[src/rtl/core/kdlp_pkg.sv]
// ----------------------------------------------------------------------------
// Key debounce package
// Types, codes and defaults shared by the key debounce and long-press block.
// ----------------------------------------------------------------------------
package kdlp_pkg;

  localparam int unsigned KEYS_DEFAULT = 4;
  localparam int unsigned KEYS_MAX     = 8;
  localparam int unsigned RAW_W        = 4;
  localparam int unsigned MASK_W       = 4;
  localparam int unsigned IDX_W        = 3;
  localparam int unsigned TIME_W       = 32;
  localparam int unsigned DEB_W        = 8;
  localparam int unsigned LONG_W       = 16;
  localparam int unsigned CFG_IDX_W    = 2;
  localparam int unsigned CFG_DATA_W   = 16;

  localparam logic [DEB_W-1:0]  DEBOUNCE_RESET   = 8'd20;
  localparam logic [LONG_W-1:0] LONG_PRESS_RESET = 16'd800;

  localparam logic [CFG_IDX_W-1:0] REG_DEBOUNCE   = 2'd0;
  localparam logic [CFG_IDX_W-1:0] REG_LONG_PRESS = 2'd1;

  localparam logic [1:0] MODE_SCAN = 2'd0;
  localparam logic [1:0] MODE_READ = 2'd1;
  localparam logic [1:0] MODE_PEEK = 2'd2;

  localparam logic [1:0] PH_IDLE        = 2'd0;
  localparam logic [1:0] PH_DEB_PRESS   = 2'd1;
  localparam logic [1:0] PH_PRESSED     = 2'd2;
  localparam logic [1:0] PH_DEB_RELEASE = 2'd3;

  localparam logic [1:0] EV_NONE     = 2'd0;
  localparam logic [1:0] EV_PRESSED  = 2'd1;
  localparam logic [1:0] EV_LONG     = 2'd2;
  localparam logic [1:0] EV_RELEASED = 2'd3;

  typedef struct packed {
    logic [1:0]        mode;
    logic [RAW_W-1:0]  raw_levels;
    logic [TIME_W-1:0] now_ms;
    logic [IDX_W-1:0]  key_index;
  } req_t;

  typedef struct packed {
    logic [1:0]        event_code;
    logic              key_down;
    logic [MASK_W-1:0] down_mask;
  } rsp_t;

  typedef struct packed {
    logic [DEB_W-1:0]  debounce_ms;
    logic [LONG_W-1:0] long_press_ms;
  } cfg_t;

  typedef struct packed {
    logic       down_next;
    logic [1:0] pending;
  } lane_status_t;

endpackage

[src/rtl/core/kdlp_lane.sv]
// ----------------------------------------------------------------------------
// Key debounce lane
// State machine and pending event store of one key.
// ----------------------------------------------------------------------------
module kdlp_lane (
  input  logic                             clk,
  input  logic                             rst,
  input  logic                             accept,
  input  logic                             scan,
  input  logic                             read_clear,
  input  logic                             raw,
  input  logic [kdlp_pkg::TIME_W-1:0]      now_ms,
  input  kdlp_pkg::cfg_t                   cfg,
  output kdlp_pkg::lane_status_t           status
);

  logic [1:0]                    phase;
  logic [1:0]                    phase_next;
  logic                          stable_down;
  logic                          stable_down_next;
  logic                          long_reported;
  logic                          long_reported_next;
  logic [1:0]                    pending;
  logic [1:0]                    pending_next;
  logic [kdlp_pkg::TIME_W-1:0]   phase_start;
  logic [kdlp_pkg::TIME_W-1:0]   phase_start_next;
  logic [kdlp_pkg::TIME_W-1:0]   press_start;
  logic [kdlp_pkg::TIME_W-1:0]   press_start_next;
  logic [kdlp_pkg::TIME_W-1:0]   phase_elapsed;
  logic [kdlp_pkg::TIME_W-1:0]   press_elapsed;
  logic                          deb_done;
  logic                          long_done;

  assign phase_elapsed = now_ms - phase_start;
  assign press_elapsed = now_ms - press_start;
  assign deb_done  = phase_elapsed >= {{(kdlp_pkg::TIME_W-kdlp_pkg::DEB_W){1'b0}},
                                       cfg.debounce_ms};
  assign long_done = press_elapsed >= {{(kdlp_pkg::TIME_W-kdlp_pkg::LONG_W){1'b0}},
                                       cfg.long_press_ms};

  always_comb begin
    phase_next         = phase;
    stable_down_next   = stable_down;
    long_reported_next = long_reported;
    pending_next       = pending;
    phase_start_next   = phase_start;
    press_start_next   = press_start;
    if (read_clear) begin
      pending_next = kdlp_pkg::EV_NONE;
    end
    if (scan) begin
      case (phase)
        kdlp_pkg::PH_IDLE: begin
          if (raw) begin
            phase_next       = kdlp_pkg::PH_DEB_PRESS;
            phase_start_next = now_ms;
          end
        end
        kdlp_pkg::PH_DEB_PRESS: begin
          if (!raw) begin
            phase_next = kdlp_pkg::PH_IDLE;
          end else if (deb_done) begin
            phase_next         = kdlp_pkg::PH_PRESSED;
            stable_down_next   = 1'b1;
            press_start_next   = now_ms;
            long_reported_next = 1'b0;
            pending_next       = kdlp_pkg::EV_PRESSED;
          end
        end
        kdlp_pkg::PH_PRESSED: begin
          if (!raw) begin
            phase_next       = kdlp_pkg::PH_DEB_RELEASE;
            phase_start_next = now_ms;
          end else if (!long_reported && long_done) begin
            long_reported_next = 1'b1;
            pending_next       = kdlp_pkg::EV_LONG;
          end
        end
        default: begin
          if (raw) begin
            phase_next = kdlp_pkg::PH_PRESSED;
          end else if (deb_done) begin
            phase_next       = kdlp_pkg::PH_IDLE;
            stable_down_next = 1'b0;
            pending_next     = kdlp_pkg::EV_RELEASED;
          end
        end
      endcase
    end
  end

  always_ff @(posedge clk) begin
    if (rst) begin
      phase         <= kdlp_pkg::PH_IDLE;
      stable_down   <= 1'b0;
      long_reported <= 1'b0;
      pending       <= kdlp_pkg::EV_NONE;
    end else if (accept) begin
      phase         <= phase_next;
      stable_down   <= stable_down_next;
      long_reported <= long_reported_next;
      pending       <= pending_next;
    end
  end

  always_ff @(posedge clk) begin
    if (accept) begin
      phase_start <= phase_start_next;
      press_start <= press_start_next;
    end
  end

  assign status.down_next = stable_down_next;
  assign status.pending   = pending;

endmodule

[src/rtl/core/kdlp_merge.sv]
// ----------------------------------------------------------------------------
// Key debounce merge stage
// Selects the addressed key, gathers the down mask and holds the result.
// ----------------------------------------------------------------------------
module kdlp_merge #(
  parameter int unsigned KEYS = kdlp_pkg::KEYS_DEFAULT
) (
  input  logic                   clk,
  input  logic                   rst,
  input  logic                   accept,
  input  kdlp_pkg::req_t         req,
  input  kdlp_pkg::lane_status_t lane_status [KEYS],
  input  logic                   rsp_stall,
  output logic                   rsp_valid,
  output kdlp_pkg::rsp_t         rsp
);

  localparam int unsigned MASK_KEYS = (KEYS < kdlp_pkg::MASK_W) ? KEYS : kdlp_pkg::MASK_W;

  kdlp_pkg::rsp_t rsp_next;
  logic [1:0]     sel_event;

  always_comb begin
    sel_event = kdlp_pkg::EV_NONE;
    rsp_next  = '0;
    for (int k = 0; k < KEYS; k++) begin
      if (req.key_index == kdlp_pkg::IDX_W'(k)) begin
        sel_event         = lane_status[k].pending;
        rsp_next.key_down = lane_status[k].down_next;
      end
    end
    for (int k = 0; k < MASK_KEYS; k++) begin
      rsp_next.down_mask[k] = lane_status[k].down_next;
    end
    if (req.mode == kdlp_pkg::MODE_READ) begin
      rsp_next.event_code = sel_event;
    end
  end

  always_ff @(posedge clk) begin
    if (rst) begin
      rsp_valid <= 1'b0;
    end else if (accept) begin
      rsp_valid <= 1'b1;
    end else if (!rsp_stall) begin
      rsp_valid <= 1'b0;
    end
  end

  always_ff @(posedge clk) begin
    if (accept) begin
      rsp <= rsp_next;
    end
  end

endmodule

[src/rtl/core/key_debounce_long_press_unit.sv]
// ----------------------------------------------------------------------------
// Key debounce with long-press detection
// Debounces up to four keys and reports press, long-press and release events.
// ----------------------------------------------------------------------------
// The request channel (req_valid, req_stall, req) carries one transaction per
// item: a scan with the raw key levels and a millisecond timestamp, a read
// that returns and clears a key's pending event, or a peek at a key's stable
// down flag. The response channel (rsp_valid, rsp_stall, rsp) returns exactly
// one transaction per request, in order.
// Every key has its own lane, and all lanes update in the cycle the request
// is taken, so the block takes one request every cycle unless stalled. It
// registers the response in the cycle after acceptance. While a response is
// stalled the block holds it and stalls the request channel; as soon as the
// response is taken a new request can enter in the same cycle.
// Synchronous reset returns every key to idle with no pending event and
// restores the debounce and long-press times to 20 ms and 800 ms.
// The register port (cfg_we, cfg_index, cfg_data) writes register 0, the
// debounce time, and register 1, the long-press time; other indices are
// ignored. Writes are meant for times when no request is in flight.
// ----------------------------------------------------------------------------
module key_debounce_long_press_unit #(
  parameter int unsigned KEYS = kdlp_pkg::KEYS_DEFAULT
) (
  input  logic                                clk,
  input  logic                                rst,
  input  logic                                req_valid,
  output logic                                req_stall,
  input  kdlp_pkg::req_t                      req,
  output logic                                rsp_valid,
  input  logic                                rsp_stall,
  output kdlp_pkg::rsp_t                      rsp,
  input  logic                                cfg_we,
  input  logic [kdlp_pkg::CFG_IDX_W-1:0]      cfg_index,
  input  logic [kdlp_pkg::CFG_DATA_W-1:0]     cfg_data
);

  kdlp_pkg::cfg_t         cfg;
  kdlp_pkg::lane_status_t lane_status [KEYS];
  logic                   accept;
  logic                   scan;

  assign req_stall = rsp_valid && rsp_stall;
  assign accept    = req_valid && !req_stall;
  assign scan      = req.mode == kdlp_pkg::MODE_SCAN;

  always_ff @(posedge clk) begin
    if (rst) begin
      cfg.debounce_ms   <= kdlp_pkg::DEBOUNCE_RESET;
      cfg.long_press_ms <= kdlp_pkg::LONG_PRESS_RESET;
    end else if (cfg_we) begin
      if (cfg_index == kdlp_pkg::REG_DEBOUNCE) begin
        cfg.debounce_ms <= cfg_data[kdlp_pkg::DEB_W-1:0];
      end else if (cfg_index == kdlp_pkg::REG_LONG_PRESS) begin
        cfg.long_press_ms <= cfg_data[kdlp_pkg::LONG_W-1:0];
      end
    end
  end

  for (genvar k = 0; k < KEYS; k++) begin : g_lane
    logic raw;
    logic read_clear;

    if (k < kdlp_pkg::RAW_W) begin : g_raw
      assign raw = req.raw_levels[k];
    end else begin : g_noraw
      assign raw = 1'b0;
    end

    assign read_clear = (req.mode == kdlp_pkg::MODE_READ) &&
                        (req.key_index == kdlp_pkg::IDX_W'(k));

    kdlp_lane u_lane (
      .clk        (clk),
      .rst        (rst),
      .accept     (accept),
      .scan       (scan),
      .read_clear (read_clear),
      .raw        (raw),
      .now_ms     (req.now_ms),
      .cfg        (cfg),
      .status     (lane_status[k])
    );
  end

  kdlp_merge #(
    .KEYS (KEYS)
  ) u_merge (
    .clk         (clk),
    .rst         (rst),
    .accept      (accept),
    .req         (req),
    .lane_status (lane_status),
    .rsp_stall   (rsp_stall),
    .rsp_valid   (rsp_valid),
    .rsp         (rsp)
  );

endmodule

[config.mk]
export PLATFORM = sky130hd
export DESIGN_NAME = key_debounce_long_press_unit
export DESIGN_NICKNAME = d
export VERILOG_FILES = /design/src/rtl/core/kdlp_pkg.sv /design/src/rtl/core/kdlp_lane.sv /design/src/rtl/core/kdlp_merge.sv /design/src/rtl/core/key_debounce_long_press_unit.sv
export SDC_FILE = /design/constraint.sdc
export NUM_CORES = 1
export LEC_CHECK = 0
export BUFFER_PORTS_ARGS = -buffer_cell sky130_fd_sc_hd__buf_4
export CAP_MARGIN = 30
export CORE_MARGIN = 3
export CORE_UTILIZATION = 30
export CTS_BUF_LIST = sky130_fd_sc_hd__clkbuf_8
export DETAILED_ROUTE_END_ITERATION = 10
export MAX_ROUTING_LAYER = met4
export PLACE_DENSITY_LB_ADDON = 0.3
export SETUP_SLACK_MARGIN = 0.05
export SLEW_MARGIN = 5
export SYNTH_ARGS = -nofsm -noshare
export SYNTH_HDL_FRONTEND = slang
export SYNTH_SLANG_ARGS = --single-unit
[constraint.sdc]
create_clock -name clk -period 9.5 [get_ports clk]
set_input_delay 1.9 -clock clk [delete_from_list [all_inputs] [get_ports clk]]
set_output_delay 1.9 -clock clk [all_outputs]
set_load 0.03 [all_outputs]
==> metrics.txt, run 1 <==
Chip Height=between 300 and 400 um; Setup-failing EPs final=0; outcome=finished clean; global-route wire length before repair=140800 um; met1 Use GR=around a quarter; port bufs=a little over 70; GRT busiest layer=met2; synth unique cells=between 80 and 90; RePlAce Congestion=a little over 0.9; RSZ-0062 raised after global routing=no; CTS Sinks=312; Remaining Overflow, GRT=0; leakage power=between 10 and 15 nW; Final Instance Count excl. Fillers=~4.7k; register area share after synthesis=between 30% and 40%; Avg Vias per Cell=between 5 and 6; Syn Inst Count=~3.4k; pre-CTS WS=around 2 ns; netlist area before placement=28620 um2; DP Cell Count=about 4.6k; Final nets=between 3k and 4k; Die ar.=a little under 100000 um2; Syn-to-layout area delta=10.80%; Routed Antenna Nets=0; Residual DRC=0; share of cells above drive strength 1=under 10%; GRT Util Overall=roughly a fifth; Sw Share=between 30% and 40%; DRT Wirelength=between 90000 and 100000 um; CTS tree=built; Setup Skew=~0.032 ns; number of global-route vias before repair=24.09k; total core area=93890 um2; MaxCap Viol Count=0; Clk pin slew, worst setup/hold paths=0.06 ns; P_sw=approximately 0.0013 W; Worst-Margin Slew=just over 1 ns; critical path data arrival time=approximately 7.5 ns; Rows=about 110; register area=about 8900 um2; TritonRoute pass-1 iters=5; Post-DP HPWL=66630 um; Slew Limit Fails=0; TritonCTS Buffers=roughly 60; global-route track usage on met2=27.88%; commonest non-fill, non-tap cell in the layout=inv_1; worst min path class=flop to flop; final worst slack=2.597 ns; Root Driver=clkbuf_8; Initial Util=a little under a third; Die W=~310 um; CP Class=input port to flop; htree depth=2; Flop pwr share=39.1%; postcts setup bufs=0; Comb pwr share=about a quarter; EDFF count, synth=between 200 and 300; I/O pin count=between 70 and 80; VDD IR max=roughly 0.092 mV; top_reg_cell synth=edfxtp_1; Iter 0 DRT Violations=approximately 2.3k; largest net degree at the start of global routing=38; global routing usage on met3=2.820%; crit path launch type=input port; crit end category=flop; wire length per cell=approximately 20 um; commonest non-fill, non-tap cells in the layout=inv_1, ha_1, a21oi_1; clock latency on the worst-skew pair=roughly 0.71 ns; Worst Path Max Fanout=9; multi-input logic area=17980 um2; syn nets=about 3.8k; clock buffer depth=3; Worst slew margin=between 30 and 40%; fraction of the cycle the final worst path needs=~73%; initial antenna violation count=6; PostCTS Resize Cnt=0; final setup TNS=0 ns; worst path required time=between 10 and 15 ns; Synth warnings=0; fill count=approximately 10k; Internal=0.002616 W; hold_buf cts=0; Mean Syn Cell Area=around 8.5 um2; Clk network pwr share=36.6%; FFs w/ async S/R, synth=0%; final hold vios=0; final critical-path required period=a little under 7 ns; Cell Pwr Density=~120 nW/um2; Fmax=0.1449 GHz; number of synthesized register bits=between 300 and 400; via count=25.66k
power groups by stage:
stage / Clock [W] / Sequential [W] / Combinational (W)
final: 0.00142 / 0.00151 / 0.000942
after global routing: 0.00153 / 0.00151 / 0.00105
after CTS: 0.00147 / 0.00151 / 0.000934
after detailed placement: 0 / 0.00154 / 0.000927
after global placement: 0 / 0.00154 / 0.000928
after floorplan: 0 / 0.00154 / 0.000636
stage by stage:
stage	util, %	area (um2)	total power (W)	hold slack [ns]
2_1_floorplan	-	28620	0.002179	0.4363
3_3_place_gp	32.44	30460	0.002470	0.4448
3_5_place_dp	32.44	30460	0.002469	0.4503
4_1_cts	33.76	31700	0.003915	0.4590
5_1_grt	33.78	31710	0.004096	0.4786
6_report	33.78	31710	0.003872	0.4555
synth_stat cells, types with 10 or more instances:
cell type  instances  share of area, %
mux2i_1           29               1.0
nand4_1           78               1.7
xnor2_1           90               2.8
clkbuf_1         103               1.4
nor3_1            77               1.3
or2_2             11              0.24
a211oi_1          46               1.2
dfxtp_1           49               3.4
o21bai_1          28              0.73
o2111ai_1         22              0.67
o21a_1            54               1.4
o41ai_1           15              0.46
edfxtp_1         263                28
nor4_1            30              0.66
or3_1             19              0.42
nor2_1           231               3.0
o211ai_1          38               1.0
nand3_1           73               1.3
a211o_1           14              0.43
and4_1            10              0.31
ha_1             344                15
and3_1            34              0.74
xor2_1            49               1.5
a221oi_1          11              0.34
nand2_1          270               3.5
o22ai_1           20              0.44
nand2b_1          45              0.98
a2111oi_0         17              0.52
o21ai_0          160               2.8
and2_1            21              0.46
a31oi_1           43              0.94
a21oi_1          302               5.3
a21o_1           134               3.5
o31ai_1           17              0.45
nor2b_1           28              0.61
a21boi_0          17              0.45
inv_1            367               4.8
kinds of logic after synthesis:
logic type               count (synthesis)  synth area share (%)
XOR/XNOR                               139                 4.254
multiplexers                            38                 1.447
buffers and inverters                  478                 6.287
flip-flops                             312                 31.02
AO/OA/AOI/OAI                         1069                 24.92
AND/OR/NAND/NOR                        967                 16.47
adder cells (fa/ha/maj)                352                 15.60
layer usage:
layer	wire (um)	vias to the layer above
li1	-	12570
met1	43570	12133
met2	39370	794
met3	5755	166
met4	3237	0
met5	0	-
state kept, by name, summed over array words and instances (netlist names), named ones only:
signal	count
g_lane.u_lane.phase_start	128
g_lane.u_lane.press_start	128
cfg	24
g_lane.u_lane.pending	8
u_merge.rsp	7
g_lane.u_lane.long_reported	4
g_lane.u_lane.phase	4
g_lane.u_lane.stable_down	4
u_merge.rsp_valid	1
layout make-up:
cell class | instances | area share (%)
antenna | 4 | 0.03156
clock buffer | 67 | 2.908
clock inverter | 47 | 1.002
inverter | 367 | 4.344
multi-input combinational | 2565 | 56.69
sequential | 312 | 28.00
tap | 1254 | 4.948
timing repair buffer | 88 | 2.083
critical path, stage by stage:
cell and delay, ns:
buf_4 0.15, inv_1 0.30, ha_1 0.25, inv_1 0.06, fa_1 0.41, a21oi_1 0.22, nor2_1 0.10, o311ai_0 0.75
a21oi_1 0.31, a21o_1 0.25, a21oi_1 0.16, xnor2_1 0.09, ha_1 0.19, a2111oi_0 0.40, o21ai_0 0.15, a21oi_1 0.14
o41ai_1 0.10, a221oi_1 0.32, nand4_1 0.16, nand4b_1 0.21, o41a_1 0.40, nor2b_1 0.16, a31o_2 0.23, a31oi_1 0.14
path summary, 6_finish.rpt:
kind / cells past startpoint / startpoint / end / slack [ns]
min: 2 / cfg[1] / cfg[1] / 0.46
max: 24 / req[3] / g_lane[3].u_lane.pending[0] / 2.60
min reg2reg: 2 / cfg[1] / cfg[1] / 0.46
max reg2reg: 22 / g_lane[3].u_lane.press_start[0] / g_lane[3].u_lane.pending[0] / 4.00
Power figures use the tool's default switching activity.
==> inputs of run 2 (changes only) <==
Clock period 9.5 ns to 6.7 ns, I/O delays scaled along.
==> metrics.txt, run 2 (same netlist as run 1, synthesis figures left out) <==
postcts setup bufs=0; Setup Skew=between 0.03 and 0.04 ns; Worst path slowest cell=fa_1; Post-DP HPWL=70140 um; worst path required time=around 7.3 ns; Syn-to-layout area delta=12.02%; fill count=between 9k and 10k; Fmax=about 0.17 GHz; Avg Vias per Cell=approximately 5.4; Final nets=around 3.8k; total core area=around 94000 um2; VDD IR max=0.1199 mV; Most common cell on crit path=a21oi_1; Iter 0 DRT Violations=around 2.0k; fraction of the cycle the final worst path needs=between 80 and 90%; DP Cell Count=approximately 4.6k; TritonRoute pass-1 iters=5; GRT Util Overall=18.78%; Worst-Margin Slew=~0.94 ns; Worst Path Max Fanout=9; Final Instance Count excl. Fillers=between 4k and 5k; TritonCTS Buffers=59; global-route wire length before repair=141100 um; Routed Antenna Nets=0; Die W=314.9 um; port bufs=72; hold_buf cts=0; CP Class=input port to flop; clock latency on the worst-skew pair=slightly below 0.7 ns; biggest regs=g_lane.u_lane.phase_start (128), g_lane.u_lane.press_start (128), cfg (24); DRT Wirelength=about 93000 um; Slew Limit Fails=0; register area=~8900 um2; final setup TNS=0 ns; I/O pin count=73; Worst slew margin=between 30% and 40%; family with the most delay on the worst path=compound AO/OA/AOI/OAI gates; Chip Height=~310 um; commonest non-fill, non-tap cell in the layout=inv_1; final core occ=about 34%; MaxCap Viol Count=0; worst min path class=flop to flop; commonest non-fill, non-tap cells in the layout=inv_1, ha_1, a21oi_1; Clk pin slew, worst setup/hold paths=about 0.060 ns; via count=about 26k; Residual DRC=0; Remaining Overflow, GRT=0; PostCTS Resize Cnt=0; Initial Util=~30%; clock buffer depth=3; multi-input logic area=around 18000 um2; CTS tree=built; RePlAce Congestion=approximately 0.92; crit path launch type=input port; share of cells above drive strength 1=under 10%; critical path data arrival time=6.54 ns; Root Driver=clkbuf_8; Die ar.=approximately 99000 um2; CTS Sinks=between 300 and 400; final critical-path required period=approximately 6 ns; leakage power=approximately 14 nW; initial antenna violation count=3; crit end category=flop; RSZ-0062 raised after global routing=no; Setup-failing EPs final=0; outcome=finished clean; htree depth=2; Cell Pwr Density=roughly 170 nW/um2; wire length per cell=a little under 20 um; number of global-route vias before repair=roughly 24k; final hold vios=0; largest net degree at the start of global routing=38; Rows=about 110; Worst path max stage delay=around 0.40 ns; Bufs and invs on worst path=3
==> run 2: cell count changes in the layout (fill, tap and decap cells not counted), sizes merged <==
cell    before  now
buf         88  122
bufinv       4    6
clkbuf      67   65
clkinv      22   26
diode        4    3
inv        387  380
==> run 2: area by class of cell <==
type / count / share of cell area [%]
multi-input combinational: 2565 / 56.13
clock inverter: 46 / 1.116
timing repair buffer: 122 / 3.052
tap: 1254 / 4.894
inverter: 367 / 4.297
antenna: 3 / 0.02342
clock buffer: 65 / 2.790
sequential: 312 / 27.69
==> run 2: worst min-delay path: cells and delay by family (launching register included) <==
family | cells | cell delay, ns
DFF | 1 | 0.31
and+or+nand+nor | 1 | 0.05
AOI/OAI and AO/OA | 1 | 0.05
==> run 2: power breakdown <==
group / switching, W / internal (W) / total (W)
clock network: 0.000921 / 0.00113 / 0.00205
registers: 0.0000119 / 0.00213 / 0.00214
logic: 0.000844 / 0.000510 / 0.00135
total: 0.00178 / 0.00377 / 0.00554
==> run 2: stage by stage <==
| step | setup WS (ns) | area, um2 | total power, W | hold slack (ns) |
|---|---|---|---|---|
| final | 0.7545 | 32060 | 0.005544 | 0.4553 |
| after global routing | 0.2102 | 32050 | 0.005843 | 0.4749 |
| after CTS | 0.8398 | 32030 | 0.005600 | 0.4549 |
| after detailed placement | 0.1141 | 30780 | 0.003518 | 0.4465 |
| after global placement | 0.2349 | 30780 | 0.003519 | 0.4444 |
| after floorplan | 0.3591 | 28640 | 0.003090 | 0.4363 |
==> run 2: path summary, 6_finish.rpt <==
kind	start	end	slack, ns	cells past startpoint
setup / recovery	req[3]	g_lane[0].u_lane.pending[0]	0.75	26
hold / removal	cfg[2]	cfg[2]	0.46	2
setup reg to reg	g_lane[0].u_lane.press_start[0]	g_lane[0].u_lane.pending[0]	1.34	24
hold reg to reg	cfg[2]	cfg[2]	0.46	2
==> run 2: layer usage <==
layer  vias up  track usage [%]  share of wire (%)
li1      12639                -                  -
met1     12224            25.16                 47
met2       707            28.37                 43
met3       166            3.228                6.0
met4         0            6.954                3.9
met5         -                -                  0
